File: config.mk
export PLATFORM = sky130hd
export DESIGN_NAME = dfa_source_tokenizer
export DESIGN_NICKNAME = d
export VERILOG_FILES = /design/src/rtl/dst_pkg.sv /design/src/rtl/dst_scan.sv /design/src/rtl/dfa_source_tokenizer.sv
export SDC_FILE = /design/constraint.sdc
export NUM_CORES = 1
export LEC_CHECK = 0
export BUFFER_PORTS_ARGS = -buffer_cell sky130_fd_sc_hd__buf_2
export CAP_MARGIN = 20
export CORE_MARGIN = 1.5
export CORE_UTILIZATION = 35
export DETAILED_ROUTE_END_ITERATION = 10
export GPL_TIMING_DRIVEN = 1
export PLACE_DENSITY = 0.49
export SKIP_CTS_REPAIR_TIMING = 1
export SYNTH_ARGS = -nofsm -noshare
export SYNTH_HDL_FRONTEND = slang
export SYNTH_HIERARCHICAL = 1
export SYNTH_SLANG_ARGS = --single-unit
File: constraint.sdc
create_clock -name clk -period 28.5 [get_ports clk]
set_input_delay 4.275 -clock clk [delete_from_list [all_inputs] [get_ports clk]]
set_output_delay 4.275 -clock clk [all_outputs]
set_load 0.005 [all_outputs]
File: src/rtl/dst_pkg.sv
package dst_pkg;

  localparam int KW_NUM = 14;

  localparam logic [5:0] C_LE     = 6'd0;
  localparam logic [5:0] C_LT     = 6'd1;
  localparam logic [5:0] C_GE     = 6'd2;
  localparam logic [5:0] C_GT     = 6'd3;
  localparam logic [5:0] C_EQ     = 6'd4;
  localparam logic [5:0] C_ASSIGN = 6'd5;
  localparam logic [5:0] C_ADD    = 6'd6;
  localparam logic [5:0] C_SUB    = 6'd7;
  localparam logic [5:0] C_MUL    = 6'd8;
  localparam logic [5:0] C_DIV    = 6'd9;
  localparam logic [5:0] C_MOD    = 6'd10;
  localparam logic [5:0] C_NE     = 6'd11;
  localparam logic [5:0] C_LPAREN = 6'd12;
  localparam logic [5:0] C_RPAREN = 6'd13;
  localparam logic [5:0] C_LSQ    = 6'd14;
  localparam logic [5:0] C_RSQ    = 6'd15;
  localparam logic [5:0] C_LBRACE = 6'd16;
  localparam logic [5:0] C_RBRACE = 6'd17;
  localparam logic [5:0] C_SEMI   = 6'd18;
  localparam logic [5:0] C_COMMA  = 6'd19;
  localparam logic [5:0] C_KW0    = 6'd20;
  localparam logic [5:0] C_ID     = 6'd34;
  localparam logic [5:0] C_INT    = 6'd35;
  localparam logic [5:0] C_STR    = 6'd36;
  localparam logic [5:0] C_CLOSE  = 6'd37;
  localparam logic [5:0] C_END    = 6'd38;
  localparam logic [5:0] C_ERR    = 6'd39;

  // keyword text, right-justified: first char sits in the highest used byte
  localparam logic [3:0] KW_LEN [KW_NUM] = '{
    4'd5, 4'd7, 4'd3, 4'd6, 4'd5, 4'd5, 4'd4, 4'd6, 4'd5, 4'd2, 4'd4, 4'd3, 4'd3, 4'd11
  };
  localparam logic [87:0] KW_TEXT [KW_NUM] = '{
    88'("class"), 88'("extends"), 88'("int"), 88'("string"), 88'("break"),
    88'("print"), 88'("read"), 88'("return"), 88'("super"), 88'("if"),
    88'("else"), 88'("for"), 88'("new"), 88'("constructor")
  };

  typedef struct packed {
    logic [5:0]  code;
    logic [31:0] start;
    logic [15:0] line;
    logic [15:0] len;
    logic [31:0] val;
  } tok_t;

  typedef struct packed {
    logic a_vld;
    logic b_vld;
    tok_t a;
    tok_t b;
  } scan_res_t;

  typedef struct packed {
    tok_t tok;
    logic last;
  } ent_t;

  function automatic logic is_letter(input logic [7:0] c);
    logic [7:0] l;
    l = c | 8'h20;
    return (l >= 8'h61) && (l <= 8'h7a);
  endfunction

  function automatic logic is_digit(input logic [7:0] c);
    return (c >= 8'h30) && (c <= 8'h39);
  endfunction

  function automatic logic is_space(input logic [7:0] c);
    return (c == 8'h20) || ((c >= 8'h09) && (c <= 8'h0d));
  endfunction

  function automatic logic [KW_NUM-1:0] kw_next(input logic [KW_NUM-1:0] kw,
                                                input logic [15:0] len,
                                                input logic [7:0] c);
    logic [KW_NUM-1:0] m;
    logic [3:0] idx;
    m = kw;
    for (int k = 0; k < KW_NUM; k++) begin
      idx = KW_LEN[k] - 4'd1 - len[3:0];
      if (len >= 16'(KW_LEN[k])) begin
        m[k] = 1'b0;
      end else if (KW_TEXT[k][{idx, 3'b000} +: 8] != c) begin
        m[k] = 1'b0;
      end
    end
    return m;
  endfunction

endpackage

File: src/rtl/dst_scan.sv
module dst_scan
  import dst_pkg::*;
#(
  parameter int POSITION_BITS = 32,
  parameter int LINE_BITS = 16
) (
  input  logic       clk,
  input  logic       rst_n,
  input  logic       step,
  input  logic [7:0] in_byte,
  input  logic       end_of_input,
  output scan_res_t  res
);

  typedef enum logic [3:0] {
    S_IDLE, S_LT, S_GT, S_EQ, S_BANG, S_STAR, S_SLASH, S_IDENT,
    S_NUMBER, S_STRING, S_LINECOM, S_BLOCK, S_BLOCKSTAR
  } state_t;

  state_t                   state_r, state_nxt;
  logic [POSITION_BITS-1:0] pos_r, pos_nxt, tstart_r, tstart_nxt;
  logic [LINE_BITS-1:0]     line_r, line_nxt, tline_r, tline_nxt;
  logic [15:0]              len_r, len_nxt;
  logic [31:0]              val_r, val_nxt;
  logic [KW_NUM-1:0]        kw_r, kw_nxt;

  logic [63:0] pos_w, tstart_w;
  logic [31:0] line_w, tline_w;
  logic [15:0] len_plus;
  logic [35:0] prod;
  logic [31:0] val_sat;
  logic [5:0]  id_code, flush_code, one_code;
  logic        flush_vld, one_vld, consumed;
  tok_t        flush_tok;

  assign pos_w    = 64'(pos_r);
  assign tstart_w = 64'(tstart_r);
  assign line_w   = 32'(line_r);
  assign tline_w  = 32'(tline_r);
  assign len_plus = (len_r == 16'hffff) ? len_r : len_r + 16'd1;
  assign prod     = ({4'd0, val_r} << 3) + ({4'd0, val_r} << 1) + 36'(in_byte - 8'h30);
  assign val_sat  = (|prod[35:32]) ? 32'hffff_ffff : prod[31:0];

  always_comb begin
    id_code = C_ID;
    for (int k = KW_NUM - 1; k >= 0; k--) begin
      if (kw_r[k] && (len_r == 16'(KW_LEN[k]))) begin
        id_code = C_KW0 + 6'(k);
      end
    end
  end

  always_comb begin
    flush_vld  = 1'b1;
    flush_code = C_ERR;
    unique case (state_r)
      S_LT:     flush_code = C_LT;
      S_GT:     flush_code = C_GT;
      S_EQ:     flush_code = C_ASSIGN;
      S_BANG:   flush_code = C_ERR;
      S_STAR:   flush_code = C_MUL;
      S_SLASH:  flush_code = C_DIV;
      S_IDENT:  flush_code = id_code;
      S_NUMBER: flush_code = C_INT;
      S_STRING: flush_code = C_ERR;
      default:  flush_vld = 1'b0;
    endcase
    flush_tok.code  = flush_code;
    flush_tok.start = tstart_w[31:0];
    flush_tok.line  = tline_w[15:0];
    flush_tok.len   = len_r;
    flush_tok.val   = (state_r == S_NUMBER) ? val_r : 32'd0;
  end

  always_comb begin
    one_vld  = 1'b1;
    one_code = C_ERR;
    unique case (in_byte)
      8'h2b:   one_code = C_ADD;
      8'h2d:   one_code = C_SUB;
      8'h25:   one_code = C_MOD;
      8'h28:   one_code = C_LPAREN;
      8'h29:   one_code = C_RPAREN;
      8'h5b:   one_code = C_LSQ;
      8'h5d:   one_code = C_RSQ;
      8'h7b:   one_code = C_LBRACE;
      8'h7d:   one_code = C_RBRACE;
      8'h3b:   one_code = C_SEMI;
      8'h2c:   one_code = C_COMMA;
      default: one_vld = 1'b0;
    endcase
  end

  always_comb begin
    state_nxt  = state_r;
    pos_nxt    = pos_r;
    line_nxt   = line_r;
    tstart_nxt = tstart_r;
    tline_nxt  = tline_r;
    len_nxt    = len_r;
    val_nxt    = val_r;
    kw_nxt     = kw_r;
    consumed   = 1'b1;
    res        = '0;
    res.a      = flush_tok;

    if (end_of_input) begin
      res.a_vld      = flush_vld;
      res.b_vld      = 1'b1;
      res.b.code     = C_END;
      res.b.start    = pos_w[31:0];
      res.b.line     = line_w[15:0];
      state_nxt      = S_IDLE;
    end else begin
      unique case (state_r)
        S_LT, S_GT, S_EQ, S_BANG: begin
          if (in_byte == 8'h3d) begin
            res.a_vld = 1'b1;
            res.a.len = 16'd2;
            res.a.code = (state_r == S_LT) ? C_LE : (state_r == S_GT) ? C_GE :
                         (state_r == S_EQ) ? C_EQ : C_NE;
            state_nxt = S_IDLE;
          end else begin
            res.a_vld = 1'b1;
            consumed  = 1'b0;
          end
        end
        S_STAR: begin
          res.a_vld = 1'b1;
          if (in_byte == 8'h2f) begin
            res.a.code = C_CLOSE;
            res.a.len  = 16'd2;
            state_nxt  = S_IDLE;
          end else begin
            consumed = 1'b0;
          end
        end
        S_SLASH: begin
          if (in_byte == 8'h2f) begin
            state_nxt = S_LINECOM;
          end else if (in_byte == 8'h2a) begin
            state_nxt = S_BLOCK;
          end else begin
            res.a_vld = 1'b1;
            consumed  = 1'b0;
          end
        end
        S_IDENT: begin
          if (is_letter(in_byte) || is_digit(in_byte) || in_byte == 8'h5f) begin
            kw_nxt  = kw_next(kw_r, len_r, in_byte);
            len_nxt = len_plus;
          end else begin
            res.a_vld = 1'b1;
            consumed  = 1'b0;
          end
        end
        S_NUMBER: begin
          if (is_digit(in_byte)) begin
            val_nxt = val_sat;
            len_nxt = len_plus;
          end else begin
            res.a_vld = 1'b1;
            consumed  = 1'b0;
          end
        end
        S_STRING: begin
          len_nxt = len_plus;
          if (in_byte == 8'h22) begin
            res.a_vld  = 1'b1;
            res.a.code = C_STR;
            res.a.len  = len_plus;
            state_nxt  = S_IDLE;
          end
        end
        S_LINECOM: begin
          if (in_byte == 8'h0a) begin
            state_nxt = S_IDLE;
          end
        end
        S_BLOCK: begin
          if (in_byte == 8'h2a) begin
            state_nxt = S_BLOCKSTAR;
          end
        end
        S_BLOCKSTAR: begin
          if (in_byte == 8'h2f) begin
            state_nxt = S_IDLE;
          end else if (in_byte != 8'h2a) begin
            state_nxt = S_BLOCK;
          end
        end
        default: consumed = 1'b0;
      endcase

      if (!consumed) begin
        state_nxt   = S_IDLE;
        tstart_nxt  = pos_r;
        tline_nxt   = line_r;
        len_nxt     = 16'd1;
        val_nxt     = 32'd0;
        kw_nxt      = '1;
        res.b.start = pos_w[31:0];
        res.b.line  = line_w[15:0];
        res.b.len   = 16'd1;
        res.b.code  = one_code;
        unique case (in_byte)
          8'h3c: state_nxt = S_LT;
          8'h3e: state_nxt = S_GT;
          8'h3d: state_nxt = S_EQ;
          8'h21: state_nxt = S_BANG;
          8'h2a: state_nxt = S_STAR;
          8'h2f: state_nxt = S_SLASH;
          8'h22: state_nxt = S_STRING;
          default: begin
            if (one_vld) begin
              res.b_vld = 1'b1;
            end else if (is_letter(in_byte) || in_byte == 8'h5f) begin
              kw_nxt    = kw_next('1, 16'd0, in_byte);
              state_nxt = S_IDENT;
            end else if (is_digit(in_byte)) begin
              val_nxt   = 32'(in_byte - 8'h30);
              state_nxt = S_NUMBER;
            end else if (!is_space(in_byte)) begin
              res.b_vld  = 1'b1;
              res.b.code = C_ERR;
            end
          end
        endcase
      end

      pos_nxt = pos_r + 1'b1;
      if (in_byte == 8'h0a && line_r != '1) begin
        line_nxt = line_r + 1'b1;
      end
    end
  end

  always_ff @(posedge clk) begin
    if (!rst_n) begin
      state_r  <= S_IDLE;
      pos_r    <= '0;
      line_r   <= LINE_BITS'(1);
      tstart_r <= '0;
      tline_r  <= LINE_BITS'(1);
      len_r    <= '0;
      val_r    <= '0;
      kw_r     <= '1;
    end else if (step) begin
      state_r  <= state_nxt;
      pos_r    <= pos_nxt;
      line_r   <= line_nxt;
      tstart_r <= tstart_nxt;
      tline_r  <= tline_nxt;
      len_r    <= len_nxt;
      val_r    <= val_nxt;
      kw_r     <= kw_nxt;
    end
  end

endmodule

File: src/rtl/dfa_source_tokenizer.sv
// channel | dir | handshake          | payload
// in_     | in  | in_tvalid/tready   | tdata: in_byte; tuser: end_of_input
// out_    | out | out_tvalid/tready  | tdata: token fields; tlast: last_of_run
// One byte per cycle is taken; its tokens are written to the result queue at
// the transaction and reach the output behind any older ones. An item that
// closes a pending token and also yields a token of its own (one-character
// token, error byte, or the end token) gives two tokens, which leave in turn.
// Tokens wait in a four-entry result queue; input stalls when fewer than two
// entries are free. Reset (synchronous, rst_n low) empties the queue and
// returns the scanner to idle at position 0, line 1.
module dfa_source_tokenizer
  import dst_pkg::*;
#(
  parameter int POSITION_BITS = 32,
  parameter int LINE_BITS = 16
) (
  input  logic         clk,
  input  logic         rst_n,
  input  logic         in_tvalid,
  output logic         in_tready,
  input  logic [7:0]   in_tdata,   // [7:0] in_byte
  input  logic         in_tuser,   // [0] end_of_input
  output logic         out_tvalid,
  input  logic         out_tready,
  output logic [103:0] out_tdata,  // code[5:0] start_pos line_number lexeme_length int_value
  output logic         out_tlast   // last_of_run
);

  scan_res_t  res;
  logic       step, pop;
  ent_t       q_r [4];
  logic [1:0] wp_r, rp_r;
  logic [2:0] cnt_r;
  logic [1:0] n_push;
  ent_t       e0, e1;

  assign in_tready  = (cnt_r <= 3'd2);
  assign step       = in_tvalid & in_tready;
  assign out_tvalid = (cnt_r != 3'd0);
  assign pop        = out_tvalid & out_tready;

  dst_scan #(
    .POSITION_BITS(POSITION_BITS),
    .LINE_BITS(LINE_BITS)
  ) u_scan (
    .clk(clk),
    .rst_n(rst_n),
    .step(step),
    .in_byte(in_tdata),
    .end_of_input(in_tuser),
    .res(res)
  );

  assign e0.tok  = res.a_vld ? res.a : res.b;
  assign e0.last = ~(res.a_vld & res.b_vld);
  assign e1.tok  = res.b;
  assign e1.last = 1'b1;
  assign n_push  = step ? (2'(res.a_vld) + 2'(res.b_vld)) : 2'd0;

  always_ff @(posedge clk) begin
    if (!rst_n) begin
      wp_r  <= '0;
      rp_r  <= '0;
      cnt_r <= '0;
    end else begin
      if (n_push != 2'd0) begin
        q_r[wp_r] <= e0;
      end
      if (n_push == 2'd2) begin
        q_r[wp_r + 2'd1] <= e1;
      end
      wp_r  <= wp_r + n_push;
      rp_r  <= rp_r + 2'(pop);
      cnt_r <= cnt_r + 3'(n_push) - 3'(pop);
    end
  end

  assign out_tdata = {2'b00, q_r[rp_r].tok.val, q_r[rp_r].tok.len, q_r[rp_r].tok.line,
                      q_r[rp_r].tok.start, q_r[rp_r].tok.code};
  assign out_tlast = q_r[rp_r].last;

endmodule

==> results of run 1 <==
-- metal layers --
layer	up-vias	track usage, %
li1	12860	-
met1	14034	31.2
met2	918	36.6
met3	179	3.69
met4	2	6.20
met5	-	0
-- final cells by class --
type	instances	area, µm²	share of cell area, %
Multi-Input combinational cell	2400	17100	44.7
Timing Repair Buffer	173	1010	2.65
Antenna cell	1	2.50	0.00654
Sequential cell	581	15700	41.1
Inverter	156	587	1.53
Clock buffer	93	1940	5.07
Clock inverter	28	292	0.762
Tap cell	1287	1610	4.21
-- cells by family after synthesis --
kind of cell,share of synthesized area [%]
AO/OA/AOI/OAI,17.6
XOR/XNOR,2.72
adder cells (fa/ha/maj),4.46
buffers and inverters,6.72
flip-flops,45.1
multiplexers,7.28
other,0.0216
AND/OR/NAND/NOR,16.1
-- power groups by stage --
| stage | Combinational, W | Clock (W) | Sequential, W |
|---|---|---|---|
| after global placement | 0.000867 | 0 | 0.00105 |
| after global routing | 0.000937 | 0.000936 | 0.00104 |
| final | 0.000870 | 0.000889 | 0.00104 |
| after floorplan | 0.000587 | 0 | 0.00102 |
| after detailed placement | 0.000868 | 0 | 0.00105 |
| after CTS | 0.000870 | 0.000907 | 0.00104 |
-- flip-flops by register name, indices dropped and copies added, names as in the netlist, 3 cells and up --
name	count
q_r	412
u_scan/pos_r	32
u_scan/tstart_r	32
u_scan/val_r	32
u_scan/len_r	16
u_scan/line_r	16
u_scan/tline_r	16
u_scan/kw_r	14
u_scan/state_r	4
cnt_r	3
-- final timing paths --
check / startpoint / to / slack (ns) / cells past startpoint
min: u_scan/kw_r[3] / u_scan/kw_r[3] / 0.46 / 1
min reg2reg: u_scan/kw_r[3] / u_scan/kw_r[3] / 0.46 / 1
max: in_tdata[4] / q_r[2][88] / 18.75 / 14
max reg2reg: u_scan/state_r[2] / q_r[2][88] / 22.62 / 13
-- layout by cell type, fill, tap and decap left out, types with 73 or more instances in the layout --
| cell type | Yosys | routed |
|---|---|---|
| a22oi_1 | 110 | 110 |
| ha_1 | 73 | 73 |
| inv_1 | 149 | 149 |
| a21oi_1 | 182 | 181 |
| buf_2 | 88 | 116 |
| nor2_1 | 344 | 340 |
| nand4_1 | 154 | 154 |
| nand2_1 | 275 | 274 |
| o21ai_0 | 105 | 105 |
| dfxtp_1 | 173 | 171 |
| mux4_2 | 103 | 103 |
| o32ai_1 | 207 | 207 |
| edfxtp_1 | 408 | 408 |
-- through the flow --
step           setup WS (ns)  utilization (%)
6_report               18.75             38.9
5_1_grt                18.42             38.9
3_3_place_gp           18.25             36.6
3_5_place_dp           18.16             36.6
2_1_floorplan          13.93                -
4_1_cts                18.80             38.9
-- critical path, stage by stage --
cell and delay, ns:
buf_2 0.48, clkinv_1 0.54, ha_1 0.43, nor3b_4 0.21, a32o_1 0.28, a32oi_1 0.25, o211ai_1 0.28, nor2_1 0.18
o31ai_1 0.11, ha_1 0.45, or2_4 0.39, a31oi_4 0.83, buf_4 1.00, o32ai_1 0.24
==> impl_metrics.tcl, run 1 <==
set metrics [dict create \
    status "finished clean" \
    place_hpwl_mm 69.9 \
    ant_nets 0 \
    setup_viol 0 \
    synth_area_um2 34800 \
    leakagePower_nw 11.7 \
    async_flop_share_pct 0 \
    chipHeight_um 318 \
    grt_max_degree 93 \
    synth_most_common_cell "edfxtp_1" \
    hold_ws_ns 0.458 \
    wl_met1_mm 52.4 \
    antenna_found_initial 3 \
    slew_headroom_pct 24.1 \
    clock_latency_ns 0.62 \
    drt-wirelength-per-cell_um 24.6 \
    power.density_nw_per_um2 73.1 \
    min_path_type "flip-flop to flip-flop" \
    seqPwrFrac_pct 37.1 \
    met3RoutedLength_mm 7.00 \
    routed.top_layer "met5" \
    endpoint_kind "flip-flop" \
    wl_mm 116 \
    ir_drop_uv 71.6 \
    synth_cells 3461 \
    rows 115 \
    worstMarginPinSlew_ns 1.14 \
    grt_first_pass_wirelength_mm 177 \
    synth_edf_count 408 \
    start_util_pct 35.4 \
    clkTransAtPathRegs_ns 0.06 \
    cts_buffers 69 \
    place_congestion 0.891 \
    cts_max_level 3 \
    worstPathMaxFanout 73 \
    switching_share_pct 35.9 \
    critPathRequiredTime_ns 28.79 \
    yosysTopAreaCell "edfxtp_1" \
    portBuffers 117 \
    ys.flop_type "edfxtp_1" \
    ys_seq_elements 581 \
    clock-skew-final_ns 0.0243 \
    drt-initial-drc-count 2903 \
    worstPathArrival_ns 10.04 \
    grt_usage_pct 22.6 \
    grt.overflow.total 0 \
    area_growth_syn_to_layout_pct 9.81 \
    cts-root-buf "clkbuf_16" \
    critPathLaunchType "input port" \
    total_power_w 0.00279 \
    p_clk_share_pct 31.8 \
    stdcell_count 4719 \
    stdcell_area_um2 38200 \
    ys_warn_count 6 \
    postPlaceCellArea_um2 36000 \
    slew_violations 0 \
    synth_top_area_share_pct 35.2 \
    synth_common_cells "edfxtp_1, nor2_1, nand2_1" \
    route.detailed.drc 0 \
    min_period_ns 9.75 \
    postSynthAreaPerCell_um2 10.1 \
    cts_buffer_depth 3 \
    p_comb_share_pct 31.1 \
    dp.cells 4597 \
    drive_gt1_share_pct 12.5 \
    synthTopCellsByArea "edfxtp_1, dfxtp_1, mux4_2, o32ai_1, nor2_1" \
    fmax_mhz 103 \
    synth_cell_types 103 \
    via_per_inst 5.93 \
    die_x_um 318 \
    cts_tree "done" \
    cts_sinks 581 \
    io_pins 120 \
    ys_seq_area_share_pct 45.1 \
    nets 3499 \
    final.period_utilization_pct 34.2 \
    rsz0062_at_grt "no" \
    core_um2 98400 \
    fillers 9818 \
    grt_pass1_vias 27754 \
    dieArea_um2 101000 \
    finalSetupTns_ns 0 \
    via_count 27993 \
    p_int_w 0.00179 \
    drt-pass1-iter-count 6 \
    power.switching_w 0.00100 \
    hold_viol 0 \
    critPathKind "input port to flip-flop" \
    max_cap_viol_count 0 \
    route.met2.wl_mm 54.0 \
]
Note: power is estimated with default switching activity, not from simulation.
==> run 2, diff against run 1 <==
Clock period 28.5 ns to 9.8 ns, I/O delays scaled along.
==> run 2 against run 1 <==
Net effect: global-route usage fell by 0.48 points; clock skew barely moved; sequential power rose to 2.9 times the previous value; count of clock-buffer cells in the layout rose by 2; sequential share of layout area barely moved; combinational power rose to 2.9 times the previous value; first-iteration DRC count fell by 7.2%; final cell count rose by 0.11%; total power rose to 2.9 times the previous value; hold slack improved by 0.0072 ns; highest routed layer is now met4; register-to-register slack got worse by 18 ns.
==> impl_metrics.tcl, run 2 (same netlist as run 1, synthesis figures left out) <==
set metrics [dict create \
    drt-pass1-iter-count 6 \
    via_count 28023 \
    dp.cells 4598 \
    r2r_start "u_scan/state_r[2]" \
    place_ws_ns 2.60 \
    clock-skew-final_ns 0.0245 \
    via_per_inst 5.93 \
    max_cap_viol_count 0 \
    worstPathMaxFanout 55 \
    fmax_mhz 151 \
    status "finished clean" \
    setup_viol 0 \
    ant_nets 0 \
    p_comb_share_pct 31.3 \
    p_clk_share_pct 31.5 \
    rsz0062_at_grt "no" \
    layout_commonest_cell "edfxtp_1" \
    stdcell_count 4724 \
    cts_max_level 3 \
    r2r_setup_slack_ns 4.37 \
    start_util_pct 35.4 \
    p_int_w 0.00516 \
    dieArea_um2 101000 \
    wl_mm 114 \
    area_growth_syn_to_layout_pct 9.88 \
    critPathRequiredTime_ns 10.22 \
    grt_pass1_vias 27423 \
    cts_tree "done" \
    drt-wirelength-per-cell_um 24.2 \
    place_congestion 0.871 \
    mostFrequentLayoutCells "edfxtp_1, nor2_1, nand2_1, o32ai_1, a21oi_1" \
    cts_sinks 581 \
    seqPwrFrac_pct 37.3 \
    worstPathArrival_ns 7.03 \
    fillers 9831 \
    final.period_utilization_pct 67.5 \
    critPathKind "input port to flip-flop" \
    portBuffers 117 \
    antenna_found_initial 3 \
    drt-initial-drc-count 2694 \
    hp-start "q_r[1][0]" \
    setup.worst_path.start "in_tdata[4]" \
    postPlaceCellArea_um2 36100 \
    hold_viol 0 \
    rows 115 \
    ir_drop_uv 162 \
    cts_buffers 68 \
    finalSetupTns_ns 0 \
    clkTransAtPathRegs_ns 0.06 \
    grt_max_degree 120 \
    leakagePower_nw 11.7 \
    grt_usage_pct 22.1 \
    worstMarginPinSlew_ns 1.16 \
    hold_ws_ns 0.466 \
    nets 3499 \
    critPathLaunchType "input port" \
    chipHeight_um 318 \
    die_x_um 318 \
    largest-register "q_r" \
    setup_slack_ns 3.18 \
    slew_violations 0 \
    slew_headroom_pct 22.8 \
    cts-root-buf "clkbuf_16" \
    core_um2 98400 \
    place_hpwl_mm 68.4 \
    min_path_type "flip-flop to flip-flop" \
    cts_buffer_depth 3 \
    min_period_ns 6.62 \
    drive_gt1_share_pct 12.5 \
    power.switching_w 0.00290 \
    power.density_nw_per_um2 211 \
    largest_reg_flops 412 \
    switching_share_pct 36.0 \
    endpoint_kind "flip-flop" \
    io_pins 120 \
    grt_first_pass_wirelength_mm 174 \
    grt.overflow.total 0 \
    route.detailed.drc 0 \
    clock_latency_ns 0.62 \
    stdcell_area_um2 38300 \
]
## run 2: metal layers
layer,part of all wire (%),GRT usage [%]
met5,0,0
met4,2.2,6.12
met3,5.5,2.88
met2,47,36.1
met1,45,30.9
## run 2: worst max-delay path: stages
cell,delay (ns)
buf_2,0.48
clkinv_1,0.55
ha_1,0.43
nor3b_4,0.21
a32o_1,0.29
a32oi_1,0.26
o211ai_1,0.31
nor2_1,0.21
o31ai_1,0.12
ha_1,0.51
or2_4,0.37
nand3_4,0.68
buf_4,0.65
o32ai_1,0.34
## run 2: final timing paths
check,to,cells after the start
worst max-delay path,q_r[2][7],14
worst min-delay path,q_r[1][0],1
worst max register to register,q_r[2][7],13
worst min register to register,q_r[1][0],1
## run 2: power by group through the flow
stage                     Combinational (W)  Clock (W)  Sequential (W)
after floorplan                     0.00171          0         0.00298
after global placement              0.00252          0         0.00306
after detailed placement            0.00251          0         0.00306
after CTS                           0.00252    0.00259         0.00301
after global routing                0.00271    0.00268         0.00303
final                               0.00252    0.00254         0.00301
## run 2: area by class of cell
cell class / instances / area, µm² / area share [%]
Clock inverter: 30 / 272 / 0.710
Sequential cell: 581 / 15700 / 41.1
Tap cell: 1287 / 1610 / 4.21
Timing Repair Buffer: 174 / 1070 / 2.80
Inverter: 156 / 587 / 1.53
Clock buffer: 95 / 1930 / 5.04
Antenna cell: 1 / 2.50 / 0.00654
Multi-Input combinational cell: 2400 / 17100 / 44.6
## run 2: per-stage QoR
stage	total power, W	utilization [%]
floorplan	0.00469	-
CTS	0.00813	38.9
detailed placement	0.00557	36.6
finish	0.00807	38.9
global route	0.00843	38.9
global placement	0.00558	36.6
